--- src/rtl/bcu_pkg.sv ---
// Package for the binomial coefficient unit: field widths, status codes and
// sequencer states. No dependencies.
package bcu_pkg;

  localparam int unsigned N_W      = 6;             // n_total, m_chosen
  localparam int unsigned COEF_W   = 32;            // coefficient
  localparam int unsigned FACT_W   = N_W;           // multiplier factor and divisor
  localparam int unsigned PROD_W   = COEF_W + FACT_W; // product / dividend
  localparam int unsigned CNT_W    = $clog2(PROD_W);
  localparam int unsigned MAX_N_DEF = 32;

  typedef enum logic [1:0] {
    ST_OK     = 2'd0,
    ST_M_GT_N = 2'd1,
    ST_N_BIG  = 2'd2
  } status_t;

  typedef enum logic [1:0] {
    S_IDLE,
    S_MUL,
    S_DIV,
    S_FINISH
  } state_t;

endpackage

--- src/rtl/binomial_coefficient_unit.sv ---
// Binomial coefficient unit: C(n,m) by the multiplicative rule on one shared
// adder, time-shared between a shift-add multiply and a restoring divide.
// Depends on bcu_pkg.
//
//  channel | dir | tdata                                 | tuser
//  s_      | in  | [5:0] n_total, [11:6] m_chosen, pad   | -
//  m_      | out | [31:0] coefficient                    | [1:0] status
//
// One item takes k = min(m, n-m) rounds (at most 16); each round is
// 6 multiply steps and 38 divide steps on the adder.
// Errors and k = 0 skip the rounds and go straight to finish. s_tready is high only while idle.
// The result sits in an output register, so a new beat is taken while it waits.
// rst is synchronous and clears the sequencer and the output valid.
module binomial_coefficient_unit #(
  parameter int unsigned MAX_N = bcu_pkg::MAX_N_DEF
) (
  input  logic                       clk,
  input  logic                       rst,
  input  logic                       s_tvalid,
  output logic                       s_tready,
  input  logic [15:0]                s_tdata,   // [5:0] n_total, [11:6] m_chosen
  output logic                       m_tvalid,
  input  logic                       m_tready,
  output logic [bcu_pkg::COEF_W-1:0] m_tdata,   // [31:0] coefficient
  output logic [1:0]                 m_tuser    // [1:0] status
);

  localparam int unsigned N_W    = bcu_pkg::N_W;
  localparam int unsigned COEF_W = bcu_pkg::COEF_W;
  localparam int unsigned FACT_W = bcu_pkg::FACT_W;
  localparam int unsigned PROD_W = bcu_pkg::PROD_W;
  localparam int unsigned CNT_W  = bcu_pkg::CNT_W;

  bcu_pkg::state_t  state, state_next;
  bcu_pkg::status_t status, status_next;
  logic [COEF_W-1:0] res, res_next;
  logic [PROD_W-1:0] prod, prod_next;
  logic [FACT_W:0]   rem, rem_next;
  logic [FACT_W-1:0] mult, mult_next;
  logic [N_W-1:0]    base, base_next;
  logic [N_W-1:0]    k, k_next;
  logic [N_W-1:0]    i_cnt, i_cnt_next;
  logic [CNT_W-1:0]  cnt, cnt_next;

  logic [COEF_W-1:0] out_coef;
  bcu_pkg::status_t  out_status;
  logic              out_valid;
  logic              out_load;

  // input decode
  logic [N_W-1:0] n_in, m_in, nm_diff, k_in;
  assign n_in    = s_tdata[N_W-1:0];
  assign m_in    = s_tdata[2*N_W-1:N_W];
  assign nm_diff = n_in - m_in;
  assign k_in    = (m_in < nm_diff) ? m_in : nm_diff;

  // shared adder
  logic [PROD_W-1:0] alu_a, alu_b;
  logic              alu_cin;
  logic [PROD_W:0]   alu_sum;
  logic [FACT_W:0]   rem_sh;
  logic              div_ge;

  assign rem_sh  = {rem[FACT_W-1:0], prod[PROD_W-1]};
  assign alu_sum = {1'b0, alu_a} + {1'b0, alu_b} + (PROD_W+1)'(alu_cin);
  assign div_ge  = alu_sum[PROD_W];   // carry out: rem_sh >= i

  always_comb begin
    alu_a   = '0;
    alu_b   = '0;
    alu_cin = 1'b0;
    unique case (state)
      bcu_pkg::S_MUL: begin
        alu_a = {prod[PROD_W-2:0], 1'b0};
        alu_b = mult[FACT_W-1] ? PROD_W'(res) : '0;
      end
      bcu_pkg::S_DIV: begin
        alu_a   = PROD_W'(rem_sh);
        alu_b   = ~PROD_W'(i_cnt);
        alu_cin = 1'b1;
      end
      default: begin
        alu_a = '0;
      end
    endcase
  end

  assign s_tready = (state == bcu_pkg::S_IDLE);
  assign out_load = (state == bcu_pkg::S_FINISH) && (!out_valid || m_tready);

  always_comb begin
    logic [PROD_W-1:0] quot;
    quot        = {prod[PROD_W-2:0], div_ge};
    state_next  = state;
    status_next = status;
    res_next    = res;
    prod_next   = prod;
    rem_next    = rem;
    mult_next   = mult;
    base_next   = base;
    k_next      = k;
    i_cnt_next  = i_cnt;
    cnt_next    = cnt;
    unique case (state)
      bcu_pkg::S_IDLE: begin
        if (s_tvalid) begin
          base_next  = n_in - k_in;
          k_next     = k_in;
          i_cnt_next = N_W'(1);
          mult_next  = FACT_W'(n_in - k_in + N_W'(1));
          prod_next  = '0;
          cnt_next   = '0;
          res_next   = COEF_W'(1);
          priority if (n_in > N_W'(MAX_N)) begin
            status_next = bcu_pkg::ST_N_BIG;
            res_next    = '0;
            state_next  = bcu_pkg::S_FINISH;
          end else if (m_in > n_in) begin
            status_next = bcu_pkg::ST_M_GT_N;
            res_next    = '0;
            state_next  = bcu_pkg::S_FINISH;
          end else if (k_in == '0) begin
            status_next = bcu_pkg::ST_OK;
            state_next  = bcu_pkg::S_FINISH;
          end else begin
            status_next = bcu_pkg::ST_OK;
            state_next  = bcu_pkg::S_MUL;
          end
        end
      end
      bcu_pkg::S_MUL: begin
        // msb-first shift-add: prod = res * factor
        prod_next = alu_sum[PROD_W-1:0];
        mult_next = {mult[FACT_W-2:0], 1'b0};
        cnt_next  = cnt + CNT_W'(1);
        if (cnt == CNT_W'(FACT_W-1)) begin
          cnt_next   = '0;
          rem_next   = '0;
          state_next = bcu_pkg::S_DIV;
        end
      end
      bcu_pkg::S_DIV: begin
        // restoring divide by i, quotient shifts in at the bottom of prod
        rem_next  = div_ge ? alu_sum[FACT_W:0] : rem_sh;
        prod_next = quot;
        cnt_next  = cnt + CNT_W'(1);
        if (cnt == CNT_W'(PROD_W-1)) begin
          cnt_next  = '0;
          res_next  = quot[COEF_W-1:0];
          prod_next = '0;
          if (i_cnt == k) begin
            state_next = bcu_pkg::S_FINISH;
          end else begin
            i_cnt_next = i_cnt + N_W'(1);
            mult_next  = FACT_W'(base + i_cnt + N_W'(1));
            state_next = bcu_pkg::S_MUL;
          end
        end
      end
      bcu_pkg::S_FINISH: begin
        if (out_load) begin
          state_next = bcu_pkg::S_IDLE;
        end
      end
      default: begin
        state_next = bcu_pkg::S_IDLE;
      end
    endcase
  end

  always_ff @(posedge clk) begin
    if (rst) begin
      state <= bcu_pkg::S_IDLE;
    end else begin
      state <= state_next;
    end
  end

  always_ff @(posedge clk) begin
    status <= status_next;
    res    <= res_next;
    prod   <= prod_next;
    rem    <= rem_next;
    mult   <= mult_next;
    base   <= base_next;
    k      <= k_next;
    i_cnt  <= i_cnt_next;
    cnt    <= cnt_next;
  end

  // output register
  always_ff @(posedge clk) begin
    if (rst) begin
      out_valid <= 1'b0;
    end else if (out_load) begin
      out_valid <= 1'b1;
    end else if (m_tready) begin
      out_valid <= 1'b0;
    end
  end

  always_ff @(posedge clk) begin
    if (out_load) begin
      out_coef   <= res;
      out_status <= status;
    end
  end

  assign m_tvalid = out_valid;
  assign m_tdata  = out_coef;
  assign m_tuser  = out_status;

endmodule

--- config.mk ---
export PLATFORM = sky130hd
export DESIGN_NAME = binomial_coefficient_unit
export DESIGN_NICKNAME = d
export VERILOG_FILES = /design/src/rtl/bcu_pkg.sv /design/src/rtl/binomial_coefficient_unit.sv
export SDC_FILE = /design/constraint.sdc
export NUM_CORES = 1
export LEC_CHECK = 0
export ABC_CLOCK_PERIOD_IN_PS = 10600
export BUFFER_PORTS_ARGS = -buffer_cell sky130_fd_sc_hd__buf_4
export CORE_UTILIZATION = 55
export DETAILED_ROUTE_END_ITERATION = 8
export GPL_TIMING_DRIVEN = 0
export PLACE_DENSITY = 0.74
export SYNTH_ARGS = -nofsm -noshare
export SYNTH_HDL_FRONTEND = slang
export SYNTH_SLANG_ARGS = --single-unit
--- constraint.sdc ---
create_clock -name clk -period 10.6 [get_ports clk]
set_clock_uncertainty 0.2 [all_clocks]
set_input_delay 0.53 -clock clk [delete_from_list [all_inputs] [get_ports clk]]
set_output_delay 0.53 -clock clk [all_outputs]
set_load 0.01 [all_outputs]
==> impl_results.md, run 1 <==
- Achievable clock frequency: 0.169 GHz
- Drt initial violations: 575
- Final clock period utilization by the worst path: 55.9%
- Outcome: finished clean
- CTS tree: built
- Internal Pwr Total: 1.76 mW
- Final standard cell utilization of the core: 64.5%
- Root buffer selected by CTS: sky130_fd_sc_hd__clkbuf_16
- Maximum buffer depth of the clock tree: 2
- Post-detailed-placement half-perimeter wirelength: 15,900 um
- Proportion of netlist area held by the largest area contributor: 45.7%
- Cell with the most instances after synthesis: sky130_fd_sc_hd__edfxtp_1
- Leakage power summed over all cells: 4.55 nW
- Total Wirelength: 22,400 um
- Part of the Yosys area used for sequential elements: 46.3%
- Overall routing resource usage: 26.5%
- GRT met1 Usage: 34.4%
- Met3 track utilization from global routing: 4.84%
- Global-route wire length before repair: 35,500 um
- Power per cell area: 272 nW/um2
- Flop pwr share: 37.3%
- Sum of overflow across all layers after global routing: 0
- Switching share of power: 39.5%
- Total of endpoints with negative setup slack in the final report: 0
- Number of DRC violations after detailed routing: 0
- Headroom to the max-slew limit: 24.0%
- Via density: 5.93
- Starting Density: 56.3%
- Average instance area after synthesis: 10.3 um2
- Total of warnings raised by yosys: 0
- Net count of the mapped netlist: 995
- Skew-Pair Late Insertion Delay: 440 ps
- Portion of total power attributed to combinational logic: 41.4%
- Clock power share: 21.2%
- Met2 track utilization from global routing: 44.2%
- Max Cap Viol: 0
- Quantity of gates resized following cts: 0
- Vias in the first global route: 6,857
- Number of antenna violations at the first check in global routing: 0
- Biggest area consumer among synthesized cells: sky130_fd_sc_hd__edfxtp_1
- Post-synthesis cell area: 9330 um2
- CTS buffer count: 17
- Post-synthesis async set-or-reset flop share: 0%
- Clock slew at the register clock pins of the worst setup and hold paths: 60 ps
- Count of buffers from port buffering: 51
- P&R area growth vs syn: 14.5%
- Worst hold path type: primary input to flip-flop
- Placeable core region: 16,600 um2
- Total Power Consumption: 2.91 mW
- Count of unique library cells instantiated by Yosys: 77
- Main synth FF type: sky130_fd_sc_hd__edfxtp_1
- Unrepaired setup endpoints after global routing: no
- Final count of hold timing violations: 0
- Routability congestion estimate: 0.888
- Flip-flop and latch count after synthesis: 145
- Number of detailed-route iterations in the first pass: 5
- Number of pins with negative max-slew slack in the final report: 0
- Number of enable-type register cells in the synthesized netlist: 142
- Commonest cells in the synthesized netlist: 142 x sky130_fd_sc_hd__edfxtp_1, 122 x sky130_fd_sc_hd__nand2_1, 66 x sky130_fd_sc_hd__ha_1
- Capturing element type of the critical path: flip-flop
- Total number of placement rows: 47
- Die Footprint: 17,500 um2
- Count of hold buffers inserted by post-cts repair: 0
- Cell count after synthesis: 905
- Maximum level of the CTS H-tree: 4
- Data required time of the critical path: 10,580 ps
- Crit path DAT: 5910 ps
- Count of clock tree sinks: 145
- Via count: 7,179
- Switching power: 1.15 mW
- Remaining antenna violation count: 0
- Total negative setup slack: 0 ps
- Flop2flop setup slack: 4680 ps
- Wire length per cell after detailed routing: 18.5 um
- Largest net degree at the start of global routing: 26
- Ports placed on the boundary: 56
- Antenna diodes: 0
- Largest fanout of any net on the critical path: 10
- Startpoint types: flip-flop
- CP Class: flip-flop to flip-flop
- Cell types with the largest area share after synthesis: sky130_fd_sc_hd__edfxtp_1 46%, sky130_fd_sc_hd__ha_1 8.8%, sky130_fd_sc_hd__nand2_1 4.9%, sky130_fd_sc_hd__and3_1 2.7%, sky130_fd_sc_hd__xnor2_1 2.7%
- Die outline width: 132 um
- Most heavily used metal layer in global routing: met2
- Number of buffers added for setup after CTS: 0
- Final worst path period need: 5920 ps
- NumNets Final: 1,068
- Y dimension of the die: 132 um
- Peak supply drop: 0.208 mV
- Pin slew with the least headroom to its limit: 1140 ps
- Fraction of layout cells with a size suffix above 1: 11.2%
[area by class of cell]
type	instances	area, um2
Fill cell	1356	5890
Multi-Input combinational cell	681	4730
Sequential cell	145	4320
Clock buffer	23	468
Timing Repair Buffer	54	458
Tap cell	220	275
Inverter	42	158
Buffer	37	143
Clock inverter	9	134
[path summary, 6_finish.rpt]
kind / end / from / cells after the start
worst max register to register: rem[2] / state[1] / 17
worst min register to register: m_tuser[1] / status[1] / 0
worst max-delay path: rem[2] / state[1] / 17
worst min-delay path: m_tvalid / rst / 2
[sequential cells by signal, summed over array words and instances (netlist names), 6 cells and up]
name,flops
base,6
rem,6
mult,6
cnt,6
m_tdata,32
i_cnt,6
res,32
prod,38
k,6
[per-layer routing]
metal  wire (um)  up-vias
met1        9880     3449
met3        1400       37
met5           0        -
met2       10600      233
met4         555        0
li1            -     3460
[power groups by stage]
stage               Clock (mW)  Combinational, mW  Sequential (mW)
floorplan                    0              0.798             1.06
global placement             0               1.12             1.11
detailed placement           0               1.19             1.09
CTS                      0.625               1.20             1.08
global route             0.648               1.31             1.11
finish                   0.618               1.21             1.09
[placed cells by master, fill, tap and decap left out, types with 4 or more instances in the layout]
master and instances:
sky130_fd_sc_hd__o21bai_1 8, sky130_fd_sc_hd__a211oi_1 5, sky130_fd_sc_hd__nor2b_1 22, sky130_fd_sc_hd__nand3_1 11
sky130_fd_sc_hd__clkbuf_1 39, sky130_fd_sc_hd__o21ai_0 37, sky130_fd_sc_hd__a21o_1 18, sky130_fd_sc_hd__o21a_1 9
sky130_fd_sc_hd__a21oi_1 45, sky130_fd_sc_hd__and3_1 41, sky130_fd_sc_hd__nor2_1 37, sky130_fd_sc_hd__nor3_1 10
sky130_fd_sc_hd__nor4_1 5, sky130_fd_sc_hd__edfxtp_1 142, sky130_fd_sc_hd__a22oi_1 16, sky130_fd_sc_hd__nand4_1 4
sky130_fd_sc_hd__o21ai_1 5, sky130_fd_sc_hd__ha_1 66, sky130_fd_sc_hd__buf_4 52, sky130_fd_sc_hd__nand2b_1 13
sky130_fd_sc_hd__nand3b_1 5, sky130_fd_sc_hd__inv_1 40, sky130_fd_sc_hd__xnor2_1 29, sky130_fd_sc_hd__clkbuf_16 17
sky130_fd_sc_hd__o211ai_1 7, sky130_fd_sc_hd__and2_1 40, sky130_fd_sc_hd__xor2_1 27, sky130_fd_sc_hd__fa_1 4
sky130_fd_sc_hd__a31oi_1 7, sky130_fd_sc_hd__nand2_1 122, sky130_fd_sc_hd__a22o_1 10, sky130_fd_sc_hd__mux2i_1 10
[per-stage QoR]
step	setup slack, ps	std cells	hold WS (ps)	instance area (um2)
after floorplan	5540	905	200	9330
final	4680	1211	74.8	10700
after global placement	4800	1176	201	9990
after detailed placement	4770	1179	210	10100
after CTS	4850	1211	67.9	10700
after global routing	4390	1211	75.5	10700
[critical path, stage by stage, from the launching register on]
cell                       delay [ps]
sky130_fd_sc_hd__dfxtp_1          340
sky130_fd_sc_hd__inv_1             90
sky130_fd_sc_hd__ha_1             140
sky130_fd_sc_hd__clkbuf_1         360
sky130_fd_sc_hd__and2_1           280
sky130_fd_sc_hd__clkbuf_1         580
sky130_fd_sc_hd__buf_1            490
sky130_fd_sc_hd__a22o_1           240
sky130_fd_sc_hd__ha_1             280
sky130_fd_sc_hd__a21oi_1          280
sky130_fd_sc_hd__a21oi_1          140
sky130_fd_sc_hd__o21a_1           220
sky130_fd_sc_hd__o21bai_1         180
sky130_fd_sc_hd__a21boi_1         120
sky130_fd_sc_hd__o211ai_1         520
sky130_fd_sc_hd__o21ai_1          280
sky130_fd_sc_hd__o31ai_4          540
sky130_fd_sc_hd__mux2_1           390
[kinds of logic (layout without fill, tap and decap cells)]
group | Yosys count | count (layout) | synth area share, %
XOR/XNOR | 56 | 56 | 5.26
adder cells (fa/ha/maj) | 70 | 70 | 9.71
multiplexers | 14 | 14 | 1.56
AO/OA/AOI/OAI | 210 | 210 | 15.9
AND/OR/NAND/NOR | 331 | 331 | 18.0
buffers and inverters | 79 | 165 | 3.22
flip-flops | 145 | 145 | 46.3
Note: power is estimated with default switching activity, not from simulation.
==> inputs of run 2 (changes only) <==
ABC_CLOCK_PERIOD_IN_PS = 4750   (was 10600)
PLACE_DENSITY = 0.77   (was 0.74)
clock period = 4.75 ns   (was 10.6 ns; I/O delays follow)
==> run 2 against run 1 <==
Compared with the run above: setup slack worse by 4600 ps; cell count is 1.7% higher; clock-buffer cell count is 2 lower; sequential share of layout area is 2.0 points lower; combinational power is 150% higher; non-clock buffer count is 20 higher; clock power is 120% higher; wire length is 6.3% higher; register-to-register slack worse by 4600 ps; final area is 5.3% higher; critical path type is now primary input to flip-flop; critical endpoint is now mult[5]; largest cell class unchanged; largest power group unchanged; highest routed layer unchanged.
==> impl_results.md, run 2 (synthesis gave the netlist of run 1 again) <==
- Leakage power summed over all cells: 4.75 nW (+4.3%)
- RR Endpoint: rem[4]
- Worst hold stages: 2 (unchanged)
- Maximum level of the CTS H-tree: 4 (unchanged)
- Routability congestion estimate: 0.908 (+2.3%)
- Maximum buffer depth of the clock tree: 2 (unchanged)
- Final setup margin: 44.9 ps (-4630 ps)
- P&R area growth vs syn: 20.7%
- Total Wirelength: 23,800 um (+6.3%)
- Count of clock tree sinks: 145 (unchanged)
- Total Power Consumption: 6.82 mW (+130%)
- Max Cap Viol: 0 (unchanged)
- Global-route wire length before repair: 36,700 um (+3.2%)
- Number of flip-flops under the largest register name: 38 (unchanged)
- Crit path DAT: 4760 ps (-1150 ps)
- Leading cell types in the layout, fill and taps excluded: 142 x sky130_fd_sc_hd__edfxtp_1, 122 x sky130_fd_sc_hd__nand2_1, 71 x sky130_fd_sc_hd__buf_4
- Outcome: finished clean
- CTS tree: built
- Hold Crit Endpoint: status[1]
- Final clock period utilization by the worst path: 99.1%
- Most heavily used metal layer in global routing: met2
- Sum of overflow across all layers after global routing: 0 (unchanged)
- Number of cell instances on the worst register-to-register path: 18 (+1)
- Worst setup timing slack at the placement stage: -948 ps (-5720 ps)
- Highest-delay cell along the critical path: sky130_fd_sc_hd__or3_4
- Number of DRC violations after detailed routing: 0 (unchanged)
- Power per cell area: 605 nW/um2 (+120%)
- Largest net degree at the start of global routing: 27 (+3.8%)
- Die outline width: 132 um (unchanged)
- Placeable core region: 16,600 um2 (unchanged)
- Y dimension of the die: 132 um (unchanged)
- GRT met1 Usage: 35.3% (+0.93 points)
- Wire length per cell after detailed routing: 19.4 um (+4.6%)
- R2r startpoint: state[1]
- Root buffer selected by CTS: sky130_fd_sc_hd__clkbuf_16
- Clock slew at the register clock pins of the worst setup and hold paths: 60 ps (about the same)
- Worst hold path type: primary input to flip-flop
- Number of antenna violations at the first check in global routing: 0 (unchanged)
- Remaining antenna violation count: 0 (unchanged)
- Count of buffers from port buffering: 51 (unchanged)
- Overall routing resource usage: 27.1% (+0.65 points)
- Fraction of layout cells with a size suffix above 1: 19.0% (+7.8 points)
- Capturing element type of the critical path: flip-flop
- Most flops, register: prod
- Worst stage delay on the critical path: 430 ps (-150 ps)
- Achievable clock frequency: 0.213 GHz
- Starting Density: 56.3% (unchanged)
- Hold path startpoint: s_tdata[5]
- NumNets Final: 1,088 (+1.9%)
- Antenna diodes: 0 (unchanged)
- Vias in the first global route: 7,091 (+3.4%)
- Ports placed on the boundary: 56 (unchanged)
- Met2 track utilization from global routing: 45.7% (+1.5 points)
- Final standard cell utilization of the core: 67.9% (+3.4 points)
- Worst hold margin: 79.3 ps (+4.53 ps)
- Final count of hold timing violations: 0 (unchanged)
- Most common library cell in the layout ignoring fill and taps: sky130_fd_sc_hd__edfxtp_1
- Met3 track utilization from global routing: 4.46% (-0.38 points)
- Post-detailed-placement half-perimeter wirelength: 16,000 um (+0.21%)
- CP Class: primary input to flip-flop
- Via count: 7,544 (+5.1%)
- CP dominant cell by count: sky130_fd_sc_hd__buf_4
- Peak supply drop: 0.539 mV (+160%)
- Cells along the critical path: buf_4, inv_4, ha_4, and2_4, a311o_1, a21oi_2, xor2_1, ha_2, nand2_1, a211oi_1, a21boi_1, nor4_4, nor2b_1, buf_4, buf_4, a21oi_4, ha_4, nand4_1, nand2_1, o31a_1, or3_4, and3_4, o31ai_4
- Number of placed cells counting well taps: 1,179 (unchanged)
- Drt initial violations: 825 (+43%)
- Via density: 6.13 (+3.4%)
- Startpoint types: primary input
- Total number of placement rows: 47 (unchanged)
- Skew-Pair Late Insertion Delay: 440 ps (about the same)
- Die Footprint: 17,500 um2 (unchanged)
- CTS buffer count: 17 (unchanged)
- Pin slew with the least headroom to its limit: 1220 ps (+83.2 ps)
- Flop2flop setup slack: 90 ps (-4590 ps)
- Data required time of the critical path: 4800 ps (-5780 ps)
- Largest fanout of any net on the critical path: 7 (-3)
- Number of pins with negative max-slew slack in the final report: 0 (unchanged)
- Total of endpoints with negative setup slack in the final report: 0 (unchanged)
- Final instance count without filler cells: 1,231 (+1.7%)
- Headroom to the max-slew limit: 18.4% (-5.5 points)
- Number of detailed-route iterations in the first pass: 5 (unchanged)
- Final worst path period need: 4710 ps
run 2: area by class of cell:
type	count	area [um2]
multi-input cells	681	5050
inverters	42	165
well taps	220	275
fillers	1253	5320
plain buffers	33	189
clock buffers	21	450
repair buffers	78	666
clock inverters	11	139
flip-flops and latches	145	4330
run 2: worst max path at each step:
| stage | from | endpoint | slack, ps |
|---|---|---|---|
| floorplan | s_tdata[0] | mult[5] | 9 |
| CTS | s_tdata[0] | mult[5] | 3 |
| finish | s_tdata[9] | mult[5] | 40 |
| global route | s_tdata[0] | mult[5] | -100 |
| global placement | state[1] | rem[2] | -850 |
| detailed placement | state[1] | rem[2] | -950 |
run 2: critical path: cells and delay by family:
family,cells,cell delay [ps]
AND/OR/NAND/NOR,8,1200
XOR/XNOR,1,100
adder cells (fa/ha/maj),3,890
buffers and inverters,4,460
AO/OA/AOI/OAI,7,1840
run 2: per-layer routing:
metal	vias up	routed length, um
met3	61	1700
met2	345	11700
met1	3637	9710
met5	-	0
met4	0	698
li1	3501	-
run 2: timing repair:
action	in CTS	in global routing
resized for setup	39	70
pin swaps	8	24
setup endpoints to repair	34	28
setup buffers	5	14
cloned	0	0
hold endpoints to repair	6	0
hold buffers	5	0
run 2: power by group:
group          leakage [nW]  switching, mW  internal (mW)
clock network         0.287          0.526          0.835
registers              1.44          0.298           2.13
logic                  3.02           1.87           1.15
run 2: through the flow:
| step | TNS (ps) | cell area [um2] |
|---|---|---|
| floorplan | 0 | 9340 |
| global placement | -19480 | 10000 |
| detailed placement | -16660 | 10100 |
| CTS | 0 | 10900 |
| global route | -321 | 11300 |
| finish | 0 | 11300 |
